### config.mk
export PLATFORM = sky130hd
export DESIGN_NAME = code_line_counter
export DESIGN_NICKNAME = d
export VERILOG_FILES = /design/src/clc_pkg.sv /design/src/clc_step.sv /design/src/clc_scan.sv /design/src/code_line_counter.sv
export SDC_FILE = /design/constraint.sdc
export NUM_CORES = 1
export LEC_CHECK = 0
export ABC_AREA = 1
export BUFFER_PORTS_ARGS = -buffer_cell sky130_fd_sc_hd__buf_2
export CAP_MARGIN = 20
export CORE_ASPECT_RATIO = 1.5
export CORE_MARGIN = 8
export CORE_UTILIZATION = 59
export CTS_CLUSTER_SIZE = 12
export DETAILED_ROUTE_END_ITERATION = 8
export HOLD_SLACK_MARGIN = 0.1
export PLACE_DENSITY = 0.89
export SLEW_MARGIN = 25
export SYNTH_ARGS = -nofsm -noshare
export SYNTH_HDL_FRONTEND = slang
export SYNTH_SLANG_ARGS = --single-unit
### constraint.sdc
create_clock -name clk -period 3.5 [get_ports clk]
set_input_delay 0.35 -clock clk [delete_from_list [all_inputs] [get_ports clk]]
set_output_delay 0.35 -clock clk [all_outputs]
set_load 0.05 [all_outputs]
### src/clc_pkg.sv
// shared types and constants for the content line counter
package clc_pkg;

  // width of the running line total
  localparam int COUNT_WIDTH = 32;
  // width of one text byte and of the reported count
  localparam int BYTE_W    = 8;
  localparam int CONTENT_W = 32;

  localparam logic [COUNT_WIDTH-1:0] COUNT_MAX = {COUNT_WIDTH{1'b1}};

  // characters the scanner reacts to
  localparam logic [BYTE_W-1:0] CH_NUL   = 8'h00;
  localparam logic [BYTE_W-1:0] CH_SLASH = 8'h2F;
  localparam logic [BYTE_W-1:0] CH_STAR  = 8'h2A;
  localparam logic [BYTE_W-1:0] CH_LF    = 8'h0A;
  localparam logic [BYTE_W-1:0] CH_CR    = 8'h0D;

  // scanner modes
  typedef enum logic [2:0] {
    MODE_LINE_START        = 3'd0,
    MODE_AFTER_TOP_COMMENT = 3'd1,
    MODE_CONTENT           = 3'd2,
    MODE_SKIP_LINE         = 3'd3,
    MODE_TOP_COMMENT       = 3'd4,
    MODE_CONTENT_COMMENT   = 3'd5,
    MODE_DRAIN             = 3'd6
  } mode_t;

  // scanner state carried from one byte to the next
  typedef struct packed {
    mode_t mode;
    logic  star_before;
    logic  comment_crossed_line;
  } scan_st_t;

  localparam scan_st_t SCAN_CLEAR = '{
    mode: MODE_LINE_START,
    star_before: 1'b0,
    comment_crossed_line: 1'b0
  };

endpackage

### src/clc_step.sv
// one scanner step: a byte and its lookahead update the mode
module clc_step
  import clc_pkg::*;
(
  input  scan_st_t          st_i,
  input  logic [BYTE_W-1:0] c0_i,
  input  logic [BYTE_W-1:0] c1_i,
  output scan_st_t          st_o,
  output logic              inc_o
);

  logic     c0_slash;
  logic     open_pair;
  logic     crlf;
  scan_st_t content_st;

  assign c0_slash  = (c0_i == CH_SLASH);
  assign open_pair = c0_slash && (c1_i == CH_STAR);
  assign crlf      = (c0_i == CH_CR) && (c1_i == CH_LF);

  // follow-on state for a byte that is content
  always_comb begin
    content_st = st_i;
    if (c0_i == CH_LF) begin
      content_st.mode = MODE_LINE_START;
    end else if (open_pair) begin
      content_st.mode                 = MODE_CONTENT_COMMENT;
      content_st.star_before          = 1'b0;
      content_st.comment_crossed_line = 1'b0;
    end else begin
      content_st.mode = MODE_CONTENT;
    end
  end

  // mode transitions
  always_comb begin
    st_o  = st_i;
    inc_o = 1'b0;
    unique case (st_i.mode)
      MODE_LINE_START: begin
        if (c0_slash && (c1_i == CH_SLASH)) begin
          st_o.mode = MODE_SKIP_LINE;
        end else if (open_pair) begin
          st_o.mode        = MODE_TOP_COMMENT;
          st_o.star_before = 1'b0;
        end else if (c0_i == CH_LF) begin
          st_o.mode = MODE_LINE_START;
        end else if (crlf) begin
          st_o.mode = MODE_SKIP_LINE;
        end else begin
          inc_o = 1'b1;
          st_o  = content_st;
        end
      end
      MODE_AFTER_TOP_COMMENT: begin
        if (c0_i == CH_LF) begin
          st_o.mode = MODE_LINE_START;
        end else if (crlf) begin
          st_o.mode = MODE_SKIP_LINE;
        end else begin
          inc_o = 1'b1;
          st_o  = content_st;
        end
      end
      MODE_CONTENT: begin
        st_o = content_st;
      end
      MODE_SKIP_LINE: begin
        if (c0_i == CH_LF) begin
          st_o.mode = MODE_LINE_START;
        end
      end
      MODE_TOP_COMMENT, MODE_CONTENT_COMMENT: begin
        if (st_i.star_before && c0_slash) begin
          st_o.star_before = 1'b0;
          if (st_i.mode == MODE_TOP_COMMENT) begin
            st_o.mode = MODE_AFTER_TOP_COMMENT;
          end else if (st_i.comment_crossed_line) begin
            st_o.mode = MODE_LINE_START;
          end else begin
            st_o.mode = MODE_SKIP_LINE;
          end
        end else begin
          st_o.star_before = (c0_i == CH_STAR);
          if (c0_i == CH_LF) begin
            st_o.comment_crossed_line = 1'b1;
          end
        end
      end
      default: begin
        st_o.mode = MODE_LINE_START;
      end
    endcase
  end

endmodule

### src/clc_scan.sv
// scanner state, lookahead byte and saturating line total
module clc_scan
  import clc_pkg::*;
(
  input  logic                 clk,
  input  logic                 rst_n,
  input  logic                 en_i,
  input  logic [BYTE_W-1:0]    byte_i,
  input  logic                 fin_i,
  output logic                 res_valid_o,
  output logic [CONTENT_W-1:0] res_count_o
);

  scan_st_t               st_r, st_nxt;
  logic [BYTE_W-1:0]      held_byte_r, held_byte_nxt;
  logic                   held_valid_r, held_valid_nxt;
  logic [COUNT_WIDTH-1:0] line_total_r, line_total_nxt;

  scan_st_t               st_step_a, st_a, st_b;
  logic                   inc_step_a, inc_a, inc_b, use_b;
  logic                   byte_nz, is_drain;
  logic [COUNT_WIDTH:0]   sum;
  logic [COUNT_WIDTH-1:0] total_sat;

  assign byte_nz  = (byte_i != CH_NUL);
  assign is_drain = (st_r.mode == MODE_DRAIN);

  // held byte processed with the new byte as lookahead
  clc_step u_step_a (
    .st_i  (st_r),
    .c0_i  (held_byte_r),
    .c1_i  (byte_i),
    .st_o  (st_step_a),
    .inc_o (inc_step_a)
  );

  assign st_a  = held_valid_r ? st_step_a : st_r;
  assign inc_a = held_valid_r && inc_step_a;

  // a final nonzero byte is processed at once with zero lookahead
  clc_step u_step_b (
    .st_i  (st_a),
    .c0_i  (byte_i),
    .c1_i  (CH_NUL),
    .st_o  (st_b),
    .inc_o (inc_b)
  );

  assign use_b = byte_nz && fin_i;

  // saturating total
  assign sum = {1'b0, line_total_r} + {{COUNT_WIDTH{1'b0}}, inc_a}
             + {{COUNT_WIDTH{1'b0}}, use_b && inc_b};
  assign total_sat = sum[COUNT_WIDTH] ? COUNT_MAX : sum[COUNT_WIDTH-1:0];

  assign res_valid_o = !is_drain && (!byte_nz || fin_i);
  assign res_count_o = CONTENT_W'(total_sat);

  // next state
  always_comb begin
    st_nxt         = st_r;
    held_byte_nxt  = held_byte_r;
    held_valid_nxt = held_valid_r;
    line_total_nxt = line_total_r;
    if (en_i) begin
      if (is_drain) begin
        if (fin_i) begin
          st_nxt = SCAN_CLEAR;
        end
      end else if (res_valid_o) begin
        st_nxt         = SCAN_CLEAR;
        held_byte_nxt  = CH_NUL;
        held_valid_nxt = 1'b0;
        line_total_nxt = '0;
        if (!byte_nz && !fin_i) begin
          st_nxt.mode = MODE_DRAIN;
        end
      end else begin
        st_nxt         = st_a;
        held_byte_nxt  = byte_i;
        held_valid_nxt = 1'b1;
        line_total_nxt = total_sat;
      end
    end
  end

  // state registers
  always_ff @(posedge clk) begin
    if (!rst_n) begin
      st_r         <= SCAN_CLEAR;
      held_byte_r  <= CH_NUL;
      held_valid_r <= 1'b0;
      line_total_r <= '0;
    end else begin
      st_r         <= st_nxt;
      held_byte_r  <= held_byte_nxt;
      held_valid_r <= held_valid_nxt;
      line_total_r <= line_total_nxt;
    end
  end

endmodule

### src/code_line_counter.sv
// content line counter: input register, scanner and result register
// Path: an accepted request waits in the input register and is scanned when
//   the stage advances; a count it ends appears on out_tvalid from the result register.
// Throughput: one byte per cycle through the scanner between the input
//   register and the result register; stalls only while a count waits.
// Reset: synchronous, active low; clears the valid flags of both registers,
//   the scanner mode, the lookahead byte and the line total.
module code_line_counter
  import clc_pkg::*;
(
  input  logic                 clk,
  input  logic                 rst_n,
  input  logic                 in_tvalid,
  output logic                 in_tready,
  input  logic [BYTE_W-1:0]    in_tdata,   // [7:0] text_byte
  input  logic                 in_tlast,   // final_byte
  output logic                 out_tvalid,
  input  logic                 out_tready,
  output logic [CONTENT_W-1:0] out_tdata   // [31:0] content_lines
);

  logic                 in_valid_r, in_valid_nxt;
  logic [BYTE_W-1:0]    in_data_r, in_data_nxt;
  logic                 in_last_r, in_last_nxt;
  logic                 out_valid_r, out_valid_nxt;
  logic [CONTENT_W-1:0] out_data_r, out_data_nxt;

  logic                 adv, fire;
  logic                 res_valid;
  logic [CONTENT_W-1:0] res_count;

  // stage moves whenever the result register is free or being drained
  assign adv       = !out_valid_r || out_tready;
  assign fire      = in_valid_r && adv;
  assign in_tready = !in_valid_r || adv;

  clc_scan u_scan (
    .clk         (clk),
    .rst_n       (rst_n),
    .en_i        (fire),
    .byte_i      (in_data_r),
    .fin_i       (in_last_r),
    .res_valid_o (res_valid),
    .res_count_o (res_count)
  );

  // input and result register next values
  always_comb begin
    in_valid_nxt  = in_valid_r;
    in_data_nxt   = in_data_r;
    in_last_nxt   = in_last_r;
    out_valid_nxt = out_valid_r;
    out_data_nxt  = out_data_r;
    if (in_tvalid && in_tready) begin
      in_valid_nxt = 1'b1;
      in_data_nxt  = in_tdata;
      in_last_nxt  = in_tlast;
    end else if (fire) begin
      in_valid_nxt = 1'b0;
    end
    if (adv) begin
      out_valid_nxt = fire && res_valid;
      out_data_nxt  = res_count;
    end
  end

  // registers
  always_ff @(posedge clk) begin
    if (!rst_n) begin
      in_valid_r  <= 1'b0;
      out_valid_r <= 1'b0;
    end else begin
      in_valid_r  <= in_valid_nxt;
      out_valid_r <= out_valid_nxt;
    end
  end

  always_ff @(posedge clk) begin
    in_data_r  <= in_data_nxt;
    in_last_r  <= in_last_nxt;
    out_data_r <= out_data_nxt;
  end

  assign out_tvalid = out_valid_r;
  assign out_tdata  = out_data_r;

endmodule

==> impl_results.html, run 1 <==
<table>
<tr><th>Metric</th><th>Value</th></tr>
<tr><th colspan="2">Finish</th></tr>
<tr><td>Fillers</td><td>634</td></tr>
<tr><td>Cell Count, Final, Fillers Out</td><td>757</td></tr>
<tr><td>Count of inserted antenna diode cells</td><td>0</td></tr>
<tr><td>Most frequent cells in the layout</td><td>171 x sky130_fd_sc_hd__nand2_1, 56 x sky130_fd_sc_hd__inv_1, 48 x sky130_fd_sc_hd__dfxtp_1, 46 x sky130_fd_sc_hd__nor2_1, 46 x sky130_fd_sc_hd__buf_2</td></tr>
<tr><td>Growth of design area from synthesis to finish</td><td>13.22%</td></tr>
<tr><td>Layout cell share with drive strength beyond 1</td><td>27.45%</td></tr>
<tr><td>Finished Core Util</td><td>68.53%</td></tr>
<tr><td>Number of nets in the final layout</td><td>662</td></tr>
<tr><td>Most frequent standard cell in the layout excluding fill and tap cells</td><td>sky130_fd_sc_hd__nand2_1</td></tr>
<tr><th colspan="2">Drt</th></tr>
<tr><td>Routed wire length per instance</td><td>15.24 um</td></tr>
<tr><td>First-pass DRT Iterations</td><td>5</td></tr>
<tr><td>Count of nets left with antenna violations after detail routing</td><td>0</td></tr>
<tr><td>Final routed wirelength across all metal layers</td><td>11,540 um</td></tr>
<tr><td>Vias per cell</td><td>5.515</td></tr>
<tr><td>DRC marker count from the first detailed-route iteration</td><td>252</td></tr>
<tr><td>DRC Markers</td><td>0</td></tr>
<tr><td>Via Count</td><td>4,175</td></tr>
<tr><th colspan="2">Outcome</th></tr>
<tr><td>Result of the run</td><td>completed</td></tr>
<tr><th colspan="2">Worst setup path</th></tr>
<tr><td>Critical setup path kind</td><td>flop to flop</td></tr>
<tr><td>Required time of the worst setup path</td><td>3700 ps</td></tr>
<tr><td>Gate family responsible for the most delay along the worst path</td><td>simple AND/OR/NAND/NOR gates</td></tr>
<tr><td>Register-to-register setup slack</td><td>270 ps</td></tr>
<tr><td>Kind of start point of the critical path</td><td>flop</td></tr>
<tr><td>Crit Path Max Fanout</td><td>25</td></tr>
<tr><td>Endpoint kind of the worst setup timing path</td><td>flop</td></tr>
<tr><td>Series of cell instances along the critical path</td><td>inv_1 -&gt; nand2_1 -&gt; nor2_1 -&gt; nand2_1 -&gt; nor2_1 -&gt; nand2_1 -&gt; nand3_1 -&gt; nand2_1 -&gt; nand4_1 -&gt; nor3_2 -&gt; fa_2 -&gt; ha_1 -&gt; nand2_2 -&gt; nor2_4 -&gt; nand2_2 -&gt; nor2_2 -&gt; nand2_2 -&gt; buf_12 -&gt; nand3_2 -&gt; nand2_2 -&gt; a21oi_2</td></tr>
<tr><td>Critical path buffer and inverter count</td><td>2</td></tr>
<tr><td>Slowest cell on crit path</td><td>sky130_fd_sc_hd__edfxtp_1</td></tr>
<tr><td>Delay of the slowest cell on the worst path</td><td>430 ps</td></tr>
<tr><td>Arrival time at the worst endpoint</td><td>3430 ps</td></tr>
<tr><th colspan="2">STA</th></tr>
<tr><td>Endpoints failing hold</td><td>0</td></tr>
<tr><td>Layout Skew</td><td>6.848 ps</td></tr>
<tr><td>Number of pins with negative max-slew slack in the final report</td><td>0</td></tr>
<tr><td>Setup TNS</td><td>0 ps</td></tr>
<tr><td>Final period util</td><td>92.36%</td></tr>
<tr><td>Pin slew with the least headroom to its limit</td><td>859.9 ps</td></tr>
<tr><td>Setup repair after global routing missed its margin</td><td>false</td></tr>
<tr><td>Relative max-transition margin</td><td>42.68%</td></tr>
<tr><td>Maximum frequency from static timing analysis</td><td>0.3093 GHz</td></tr>
<tr><td>Clock period minus worst slack</td><td>3233 ps</td></tr>
<tr><td>Setup Viol. Count Final</td><td>0</td></tr>
<tr><td>Setup slack of the critical path after layout</td><td>267.4 ps</td></tr>
<tr><th colspan="2">Min path</th></tr>
<tr><td>Class of the tightest hold or removal check</td><td>input port to flop</td></tr>
<tr><th colspan="2">Pwr</th></tr>
<tr><td>Pwr Density</td><td>409.4 nW/um^2</td></tr>
<tr><td>Peak supply drop</td><td>0.3182 mV</td></tr>
<tr><td>Leakage dissipation</td><td>0.002226 uW</td></tr>
<tr><th colspan="2">Logic synthesis</th></tr>
<tr><td>Synth async-reset ratio</td><td>0%</td></tr>
<tr><td>Syn Std Cell Area</td><td>4847 um^2</td></tr>
<tr><td>Synthesized netlist cell count</td><td>601</td></tr>
<tr><td>Syn_area_per_cell</td><td>8.065 um^2</td></tr>
<tr><td>Yosys Warn Count</td><td>0</td></tr>
<tr><td>Post-synthesis register bit count</td><td>89</td></tr>
<tr><td>Number of flops mapped to enable cells by yosys</td><td>41</td></tr>
<tr><td>Syn nets</td><td>616</td></tr>
<tr><td>Sequential cell area fraction in the yosys report</td><td>45.22%</td></tr>
<tr><td>Dominant synthesized flop cell</td><td>sky130_fd_sc_hd__dfxtp_1</td></tr>
<tr><td>Post-synthesis cell type count</td><td>35</td></tr>
<tr><th colspan="2">CTS</th></tr>
<tr><td>Clock tree from TritonCTS</td><td>done</td></tr>
<tr><td>CTS H-Tree Depth</td><td>3</td></tr>
<tr><td>Sinks on the clock net</td><td>89</td></tr>
<tr><td>Root buffer selected by CTS</td><td>sky130_fd_sc_hd__clkbuf_16</td></tr>
<tr><td>Worst-skew pair later-pin latency</td><td>350 ps</td></tr>
<tr><td>CTS Buf Count</td><td>9</td></tr>
<tr><td>Maximum root-to-sink buffer count</td><td>2</td></tr>
<tr><td>Clock slew at reported path FFs</td><td>70 ps</td></tr>
<tr><th colspan="2">Global route</th></tr>
<tr><td>Grt peak-use layer</td><td>met2</td></tr>
<tr><td>Antenna violations before repair</td><td>0</td></tr>
<tr><td>Via count of the first global-routing pass</td><td>4,161</td></tr>
<tr><td>All-Layer GR Usage</td><td>20.67%</td></tr>
<tr><td>First-pass GRT wire length</td><td>19,140 um</td></tr>
<tr><td>GR met1 Demand/Resource</td><td>19.69%</td></tr>
<tr><td>Largest net degree at the start of global routing</td><td>47</td></tr>
<tr><td>Met2 GRT Util</td><td>38.04%</td></tr>
<tr><td>GRT overflow</td><td>0</td></tr>
<tr><td>Global-route met3 utilization</td><td>4.689%</td></tr>
<tr><th colspan="2">Placed design</th></tr>
<tr><td>Hpwl dp</td><td>8623 um</td></tr>
<tr><td>Placed Instances</td><td>741</td></tr>
<tr><td>Number of I/O port buffers</td><td>46</td></tr>
<tr><td>Gp weighted congestion</td><td>0.9525</td></tr>
<tr><td>Worst slack after detailed placement</td><td>194.1 ps</td></tr>
<tr><th colspan="2">Floorplan</th></tr>
<tr><td>Full die area</td><td>11,430 um^2</td></tr>
<tr><td>Die outline width</td><td>90.01 um</td></tr>
<tr><td>Area of the placeable core</td><td>8008 um^2</td></tr>
<tr><td>Number of placement rows</td><td>40</td></tr>
<tr><td>IO Pins</td><td>47</td></tr>
<tr><td>Die height</td><td>127.0 um</td></tr>
<tr><td>Initial cell density of the core</td><td>60.53%</td></tr>
<tr><th colspan="2">Flow run</th></tr>
<tr><td>MaxCap Viol Count</td><td>0</td></tr>
</table>
## area by class of cell
type | count | area, um^2 | area share [%]
Multi-Input combinational cell | 435 | 2330 | 42.45
Clock inverter | 7 | 78.83 | 1.436
Inverter | 61 | 230.2 | 4.195
Timing Repair Buffer | 51 | 300.3 | 5.472
Clock buffer | 9 | 225.2 | 4.104
Tap cell | 105 | 131.4 | 2.394
Sequential cell | 89 | 2192 | 39.95
## logic make-up after synthesis
family,after synthesis,share of synthesized area (%)
simple gates,362,36.89
compound gates,64,8.931
fa+ha+maj,2,0.6711
flops,89,45.22
buf+inv,77,7.021
xor+xnor,7,1.265
## final timing paths
kind / startpoint / end / depth (start not counted)
max: in_data_r[4] / u_scan.line_total_r[22] / 21
min reg2reg: u_scan.held_byte_r[7] / u_scan.held_byte_r[7] / 2
max reg2reg: in_data_r[4] / u_scan.line_total_r[22] / 21
min: in_tdata[7] / in_data_r[7] / 1
## metrics by stage
stage / cell area, um^2 / power [uW] / hold slack, ps
CTS: 5472 / 2259 / 167.0
floorplan: 4847 / 1259 / 444.5
finish: 5488 / 2247 / 174.2
global route: 5488 / 2311 / 167.1
global placement: 5140 / 1291 / 455.4
detailed placement: 5167 / 1298 / 459.3
## cells in the mapped netlist (all sizes together) (3+ instances only)
cell type / instances / area share, %
edfxtp: 41 / 25
nor2: 55 / 4.9
nand2: 204 / 18
nor3: 23 / 2.8
or2: 10 / 1.3
nor3b: 3 / 0.57
nand3: 52 / 7.8
o21ai: 13 / 1.4
dfxtp: 48 / 20
buf: 9 / 1.8
clkbuf: 7 / 0.54
nand3b: 3 / 0.46
xnor2: 3 / 0.54
a21oi: 49 / 7.2
xor2: 4 / 0.72
nand4: 12 / 1.5
inv: 61 / 4.7
## power by group
| part | total, uW | internal [uW] | switching (uW) |
|---|---|---|---|
| combinational | 154 | 36.9 | 117 |
| clock | 970 | 560 | 410 |
| sequential | 1120 | 1110 | 14.1 |
## routing by layer
| layer | part of all wire, % | vias up |
|---|---|---|
| met5 | 0 | - |
| met4 | 5.0 | 0 |
| met3 | 4.9 | 45 |
| met2 | 54 | 147 |
| met1 | 36 | 1930 |
| li1 | - | 2053 |
## repair_timing
item / in CTS / in global routing
resized for setup: 0 / 4
endpoints found under the setup margin: 0 / 60
setup buffers: 0 / 0
hold buffers: 0 / 0
## registers in the layout, summed over array words and instances, names as in the netlist
name and cells:
out_tvalid 1, u_scan.line_total_r 32, in_data_r 8, u_scan.held_byte_r 8, out_tdata 32, u_scan.held_valid_r 1
in_valid_r 1, in_last_r 1, u_scan.st_r 5
(Power assumes the default switching activity.)
==> run 2, diff against run 1 <==
--- a/config.mk
+++ b/config.mk
@@ -9,12 +9,13 @@
 export BUFFER_PORTS_ARGS = -buffer_cell sky130_fd_sc_hd__buf_2
 export CAP_MARGIN = 20
 export CORE_ASPECT_RATIO = 1.5
-export CORE_MARGIN = 8
-export CORE_UTILIZATION = 59
+export CORE_MARGIN = 5
+export CORE_UTILIZATION = 54
+export CTS_CLUSTER_DIAMETER = 30
 export CTS_CLUSTER_SIZE = 12
 export DETAILED_ROUTE_END_ITERATION = 8
 export HOLD_SLACK_MARGIN = 0.1
-export PLACE_DENSITY = 0.89
+export PLACE_DENSITY = 0.86
 export SLEW_MARGIN = 25
 export SYNTH_ARGS = -nofsm -noshare
 export SYNTH_HDL_FRONTEND = slang
==> constraint.sdc (replaced) <==
create_clock -name clk -period 2.87 [get_ports clk]
set_input_delay 0.287 -clock clk [delete_from_list [all_inputs] [get_ports clk]]
set_output_delay 0.287 -clock clk [all_outputs]
set_load 0.05 [all_outputs]
==> impl_results.html, run 2 (synthesized netlist as in run 1, its figures left out) <==
<table>
<tr><th>Metric</th><th>Value</th></tr>
<tr><th colspan="2">Worst setup path</th></tr>
<tr><td>Delay of the slowest cell on the worst path</td><td>420 ps</td></tr>
<tr><td>Crit Path Max Fanout</td><td>3</td></tr>
<tr><td>Required time of the worst setup path</td><td>3070 ps</td></tr>
<tr><td>Series of cell instances along the critical path</td><td>inv_2 -&gt; nand2_2 -&gt; nor2_4 -&gt; nand3_2 -&gt; nand2_1 -&gt; nand2_1 -&gt; nand2_1 -&gt; nand4_1 -&gt; nor3_2 -&gt; fa_2 -&gt; ha_4 -&gt; nand2_4 -&gt; buf_4 -&gt; nor2_4 -&gt; nand4_1 -&gt; buf_4 -&gt; o21ai_2 -&gt; nand3_2 -&gt; nand2_2 -&gt; a21oi_2</td></tr>
<tr><td>Cell repeated most along the worst path</td><td>sky130_fd_sc_hd__nand2_1</td></tr>
<tr><td>Gate family responsible for the most delay along the worst path</td><td>simple AND/OR/NAND/NOR gates</td></tr>
<tr><td>Register-to-register setup slack</td><td>-330 ps</td></tr>
<tr><td>Arrival time at the worst endpoint</td><td>3400 ps</td></tr>
<tr><td>Critical setup path kind</td><td>flop to flop</td></tr>
<tr><td>Endpoint kind of the worst setup timing path</td><td>flop</td></tr>
<tr><td>Worst reg2reg path startpoint</td><td>in_data_r[6]</td></tr>
<tr><td>Kind of start point of the critical path</td><td>flop</td></tr>
<tr><td>Length in cells of the worst reg-to-reg path</td><td>20</td></tr>
<tr><td>Critical path buffer and inverter count</td><td>3</td></tr>
<tr><td>Crit. path cell count</td><td>20</td></tr>
<tr><td>CP Launch Point</td><td>in_data_r[6]</td></tr>
<tr><td>Worst R2R End</td><td>u_scan.line_total_r[18]</td></tr>
<tr><td>Slowest cell on crit path</td><td>sky130_fd_sc_hd__edfxtp_1</td></tr>
<tr><td>Crit path capture</td><td>u_scan.line_total_r[18]</td></tr>
<tr><th colspan="2">CTS</th></tr>
<tr><td>Maximum root-to-sink buffer count</td><td>2</td></tr>
<tr><td>Root buffer selected by CTS</td><td>sky130_fd_sc_hd__clkbuf_16</td></tr>
<tr><td>Number of hold buffers added after cts</td><td>0</td></tr>
<tr><td>Clock tree from TritonCTS</td><td>done</td></tr>
<tr><td>CTS H-Tree Depth</td><td>3</td></tr>
<tr><td>Worst-skew pair later-pin latency</td><td>340 ps</td></tr>
<tr><td>Sinks on the clock net</td><td>89</td></tr>
<tr><td>CTS Buf Count</td><td>9</td></tr>
<tr><td>Clock slew at reported path FFs</td><td>60 ps</td></tr>
<tr><th colspan="2">Min path</th></tr>
<tr><td>Class of the tightest hold or removal check</td><td>input port to flop</td></tr>
<tr><th colspan="2">STA</th></tr>
<tr><td>Clock period minus worst slack</td><td>3201 ps</td></tr>
<tr><td>Setup repair after global routing missed its margin</td><td>true</td></tr>
<tr><td>Pin slew with the least headroom to its limit</td><td>868.2 ps</td></tr>
<tr><td>Endpoints failing hold</td><td>0</td></tr>
<tr><td>Final period util</td><td>111.5%</td></tr>
<tr><td>Setup slack of the critical path after layout</td><td>-330.7 ps</td></tr>
<tr><td>Maximum frequency from static timing analysis</td><td>0.3124 GHz</td></tr>
<tr><td>Number of pins with negative max-slew slack in the final report</td><td>0</td></tr>
<tr><td>Relative max-transition margin</td><td>42.03%</td></tr>
<tr><td>Setup TNS</td><td>-11,240 ps</td></tr>
<tr><td>Layout Skew</td><td>5.056 ps</td></tr>
<tr><td>Setup Viol. Count Final</td><td>64</td></tr>
<tr><th colspan="2">Placed design</th></tr>
<tr><td>Cell area reported after detailed placement</td><td>5487 um^2</td></tr>
<tr><td>Number of I/O port buffers</td><td>46</td></tr>
<tr><td>Hpwl dp</td><td>8978 um</td></tr>
<tr><td>Placed Instances</td><td>786</td></tr>
<tr><td>Gp weighted congestion</td><td>0.9724</td></tr>
<tr><th colspan="2">Global route</th></tr>
<tr><td>Grt peak-use layer</td><td>met2</td></tr>
<tr><td>Via count of the first global-routing pass</td><td>4,598</td></tr>
<tr><td>Antenna violations before repair</td><td>0</td></tr>
<tr><td>Global-route met3 utilization</td><td>3.725%</td></tr>
<tr><td>GRT overflow</td><td>0</td></tr>
<tr><td>Largest net degree at the start of global routing</td><td>42</td></tr>
<tr><td>GR met1 Demand/Resource</td><td>23.46%</td></tr>
<tr><td>First-pass GRT wire length</td><td>20,820 um</td></tr>
<tr><td>All-Layer GR Usage</td><td>23.85%</td></tr>
<tr><td>Met2 GRT Util</td><td>45.60%</td></tr>
<tr><th colspan="2">Drt</th></tr>
<tr><td>Via Count</td><td>4,740</td></tr>
<tr><td>Routed wire length per instance</td><td>17.54 um</td></tr>
<tr><td>Vias per cell</td><td>5.788</td></tr>
<tr><td>DRC Markers</td><td>0</td></tr>
<tr><td>Count of nets left with antenna violations after detail routing</td><td>0</td></tr>
<tr><td>Final routed wirelength across all metal layers</td><td>14,370 um</td></tr>
<tr><td>DRC marker count from the first detailed-route iteration</td><td>394</td></tr>
<tr><td>First-pass DRT Iterations</td><td>7</td></tr>
<tr><th colspan="2">Floorplan</th></tr>
<tr><td>IO Pins</td><td>47</td></tr>
<tr><td>Number of placement rows</td><td>42</td></tr>
<tr><td>Area of the placeable core</td><td>8828 um^2</td></tr>
<tr><td>Initial cell density of the core</td><td>54.90%</td></tr>
<tr><td>Die outline width</td><td>87.36 um</td></tr>
<tr><td>Full die area</td><td>11,010 um^2</td></tr>
<tr><td>Die height</td><td>126.0 um</td></tr>
<tr><th colspan="2">Flow run</th></tr>
<tr><td>MaxCap Viol Count</td><td>0</td></tr>
<tr><th colspan="2">Finish</th></tr>
<tr><td>Count of inserted antenna diode cells</td><td>0</td></tr>
<tr><td>Growth of design area from synthesis to finish</td><td>32.89%</td></tr>
<tr><td>Most frequent cells in the layout</td><td>156 x sky130_fd_sc_hd__nand2_1, 51 x sky130_fd_sc_hd__buf_4, 48 x sky130_fd_sc_hd__inv_1, 46 x sky130_fd_sc_hd__buf_2, 41 x sky130_fd_sc_hd__edfxtp_1</td></tr>
<tr><td>Layout cell share with drive strength beyond 1</td><td>42.88%</td></tr>
<tr><td>Number of nets in the final layout</td><td>719</td></tr>
<tr><td>Cell Count, Final, Fillers Out</td><td>819</td></tr>
<tr><td>Finished Core Util</td><td>72.96%</td></tr>
<tr><td>Most frequent standard cell in the layout excluding fill and tap cells</td><td>sky130_fd_sc_hd__nand2_1</td></tr>
<tr><td>Finished layout cell area</td><td>6441 um^2</td></tr>
<tr><th colspan="2">Outcome</th></tr>
<tr><td>Result of the run</td><td>finished, violations left</td></tr>
<tr><td>Violated checks</td><td>setup timing</td></tr>
<tr><th colspan="2">Pwr</th></tr>
<tr><td>Leakage dissipation</td><td>0.002729 uW</td></tr>
<tr><td>Peak supply drop</td><td>0.3064 mV</td></tr>
<tr><td>Pwr Density</td><td>422.4 nW/um^2</td></tr>
</table>
## run 2: changes by cell type in the layout (fill, tap and decap cells not counted), sizes merged
cell | before | now
clkbuf | 9 | 14
clkinv | 3 | 1
clkinvlp | 2 | 3
buf | 51 | 105
bufinv | 1 | 0
## run 2: area by class of cell
| class | instances | area [um^2] |
|---|---|---|
| Multi-Input combinational cell | 435 | 2776 |
| Fill cell | 602 | 2387 |
| Sequential cell | 89 | 2203 |
| Timing Repair Buffer | 108 | 812.0 |
| Clock buffer | 11 | 242.7 |
| Inverter | 61 | 229.0 |
| Tap cell | 110 | 137.6 |
| Clock inverter | 5 | 40.04 |
## run 2: worst register-to-register path: stages, from the launching register on
cell                       delay [ps]
sky130_fd_sc_hd__edfxtp_1         420
sky130_fd_sc_hd__inv_2            100
sky130_fd_sc_hd__nand2_2           80
sky130_fd_sc_hd__nor2_4           180
sky130_fd_sc_hd__nand3_2          120
sky130_fd_sc_hd__nand2_1           80
sky130_fd_sc_hd__nand2_1           50
sky130_fd_sc_hd__nand2_1           70
sky130_fd_sc_hd__nand4_1          120
sky130_fd_sc_hd__nor3_2           260
sky130_fd_sc_hd__fa_2             280
sky130_fd_sc_hd__ha_4             150
sky130_fd_sc_hd__nand2_4           60
sky130_fd_sc_hd__buf_4            160
sky130_fd_sc_hd__nor2_4           130
sky130_fd_sc_hd__nand4_1          230
sky130_fd_sc_hd__buf_4            230
sky130_fd_sc_hd__o21ai_2          120
sky130_fd_sc_hd__nand3_2          110
sky130_fd_sc_hd__nand2_2           70
sky130_fd_sc_hd__a21oi_2           50
## run 2: per-stage QoR
stage               hold slack (ps)  power [uW]  setup WS [ps]
finish                        113.1        2721         -330.7
global route                  114.9        2798         -544.9
CTS                           115.4        2697         -24.57
detailed placement            463.2        1602         -275.5
global placement              456.5        1592         -172.7
floorplan                     385.9        1535          82.29
## run 2: worst min-delay path by stage
stage	startpoint	endpoint	slack, ps	cells past startpoint
floorplan	in_tdata[0]	in_data_r[0]	390	0
global placement	u_scan.held_byte_r[7]	u_scan.held_byte_r[7]	460	2
detailed placement	u_scan.held_byte_r[6]	u_scan.held_byte_r[6]	460	2
CTS	in_tdata[0]	in_data_r[0]	120	1
global route	in_tdata[1]	in_data_r[1]	110	1
finish	in_tdata[5]	in_data_r[5]	110	1
## run 2: per-layer routing
layer  vias to the layer above  share of wire, %
met3                        87               5.7
met5                         -                 0
met2                       238                55
li1                       2175                 -
met4                         0               6.5
met1                      2240                33
## run 2: power breakdown
group	leakage [uW]	switching, uW	internal [uW]
clock	0.000128	500	615
combinational	0.00173	164	70.6
sequential	0.000867	17.6	1350
total	0.00273	682	2040
## run 2: timing repair
| action | 4_1_cts | 5_1_grt |
|---|---|---|
| endpoints found under the hold margin | 0 | 0 |
| resized for setup | 33 | 94 |
| setup endpoints to repair | 64 | 64 |
| setup buffers | 4 | 10 |
| gates cloned | 0 | 4 |
| pin swaps | 5 | 28 |
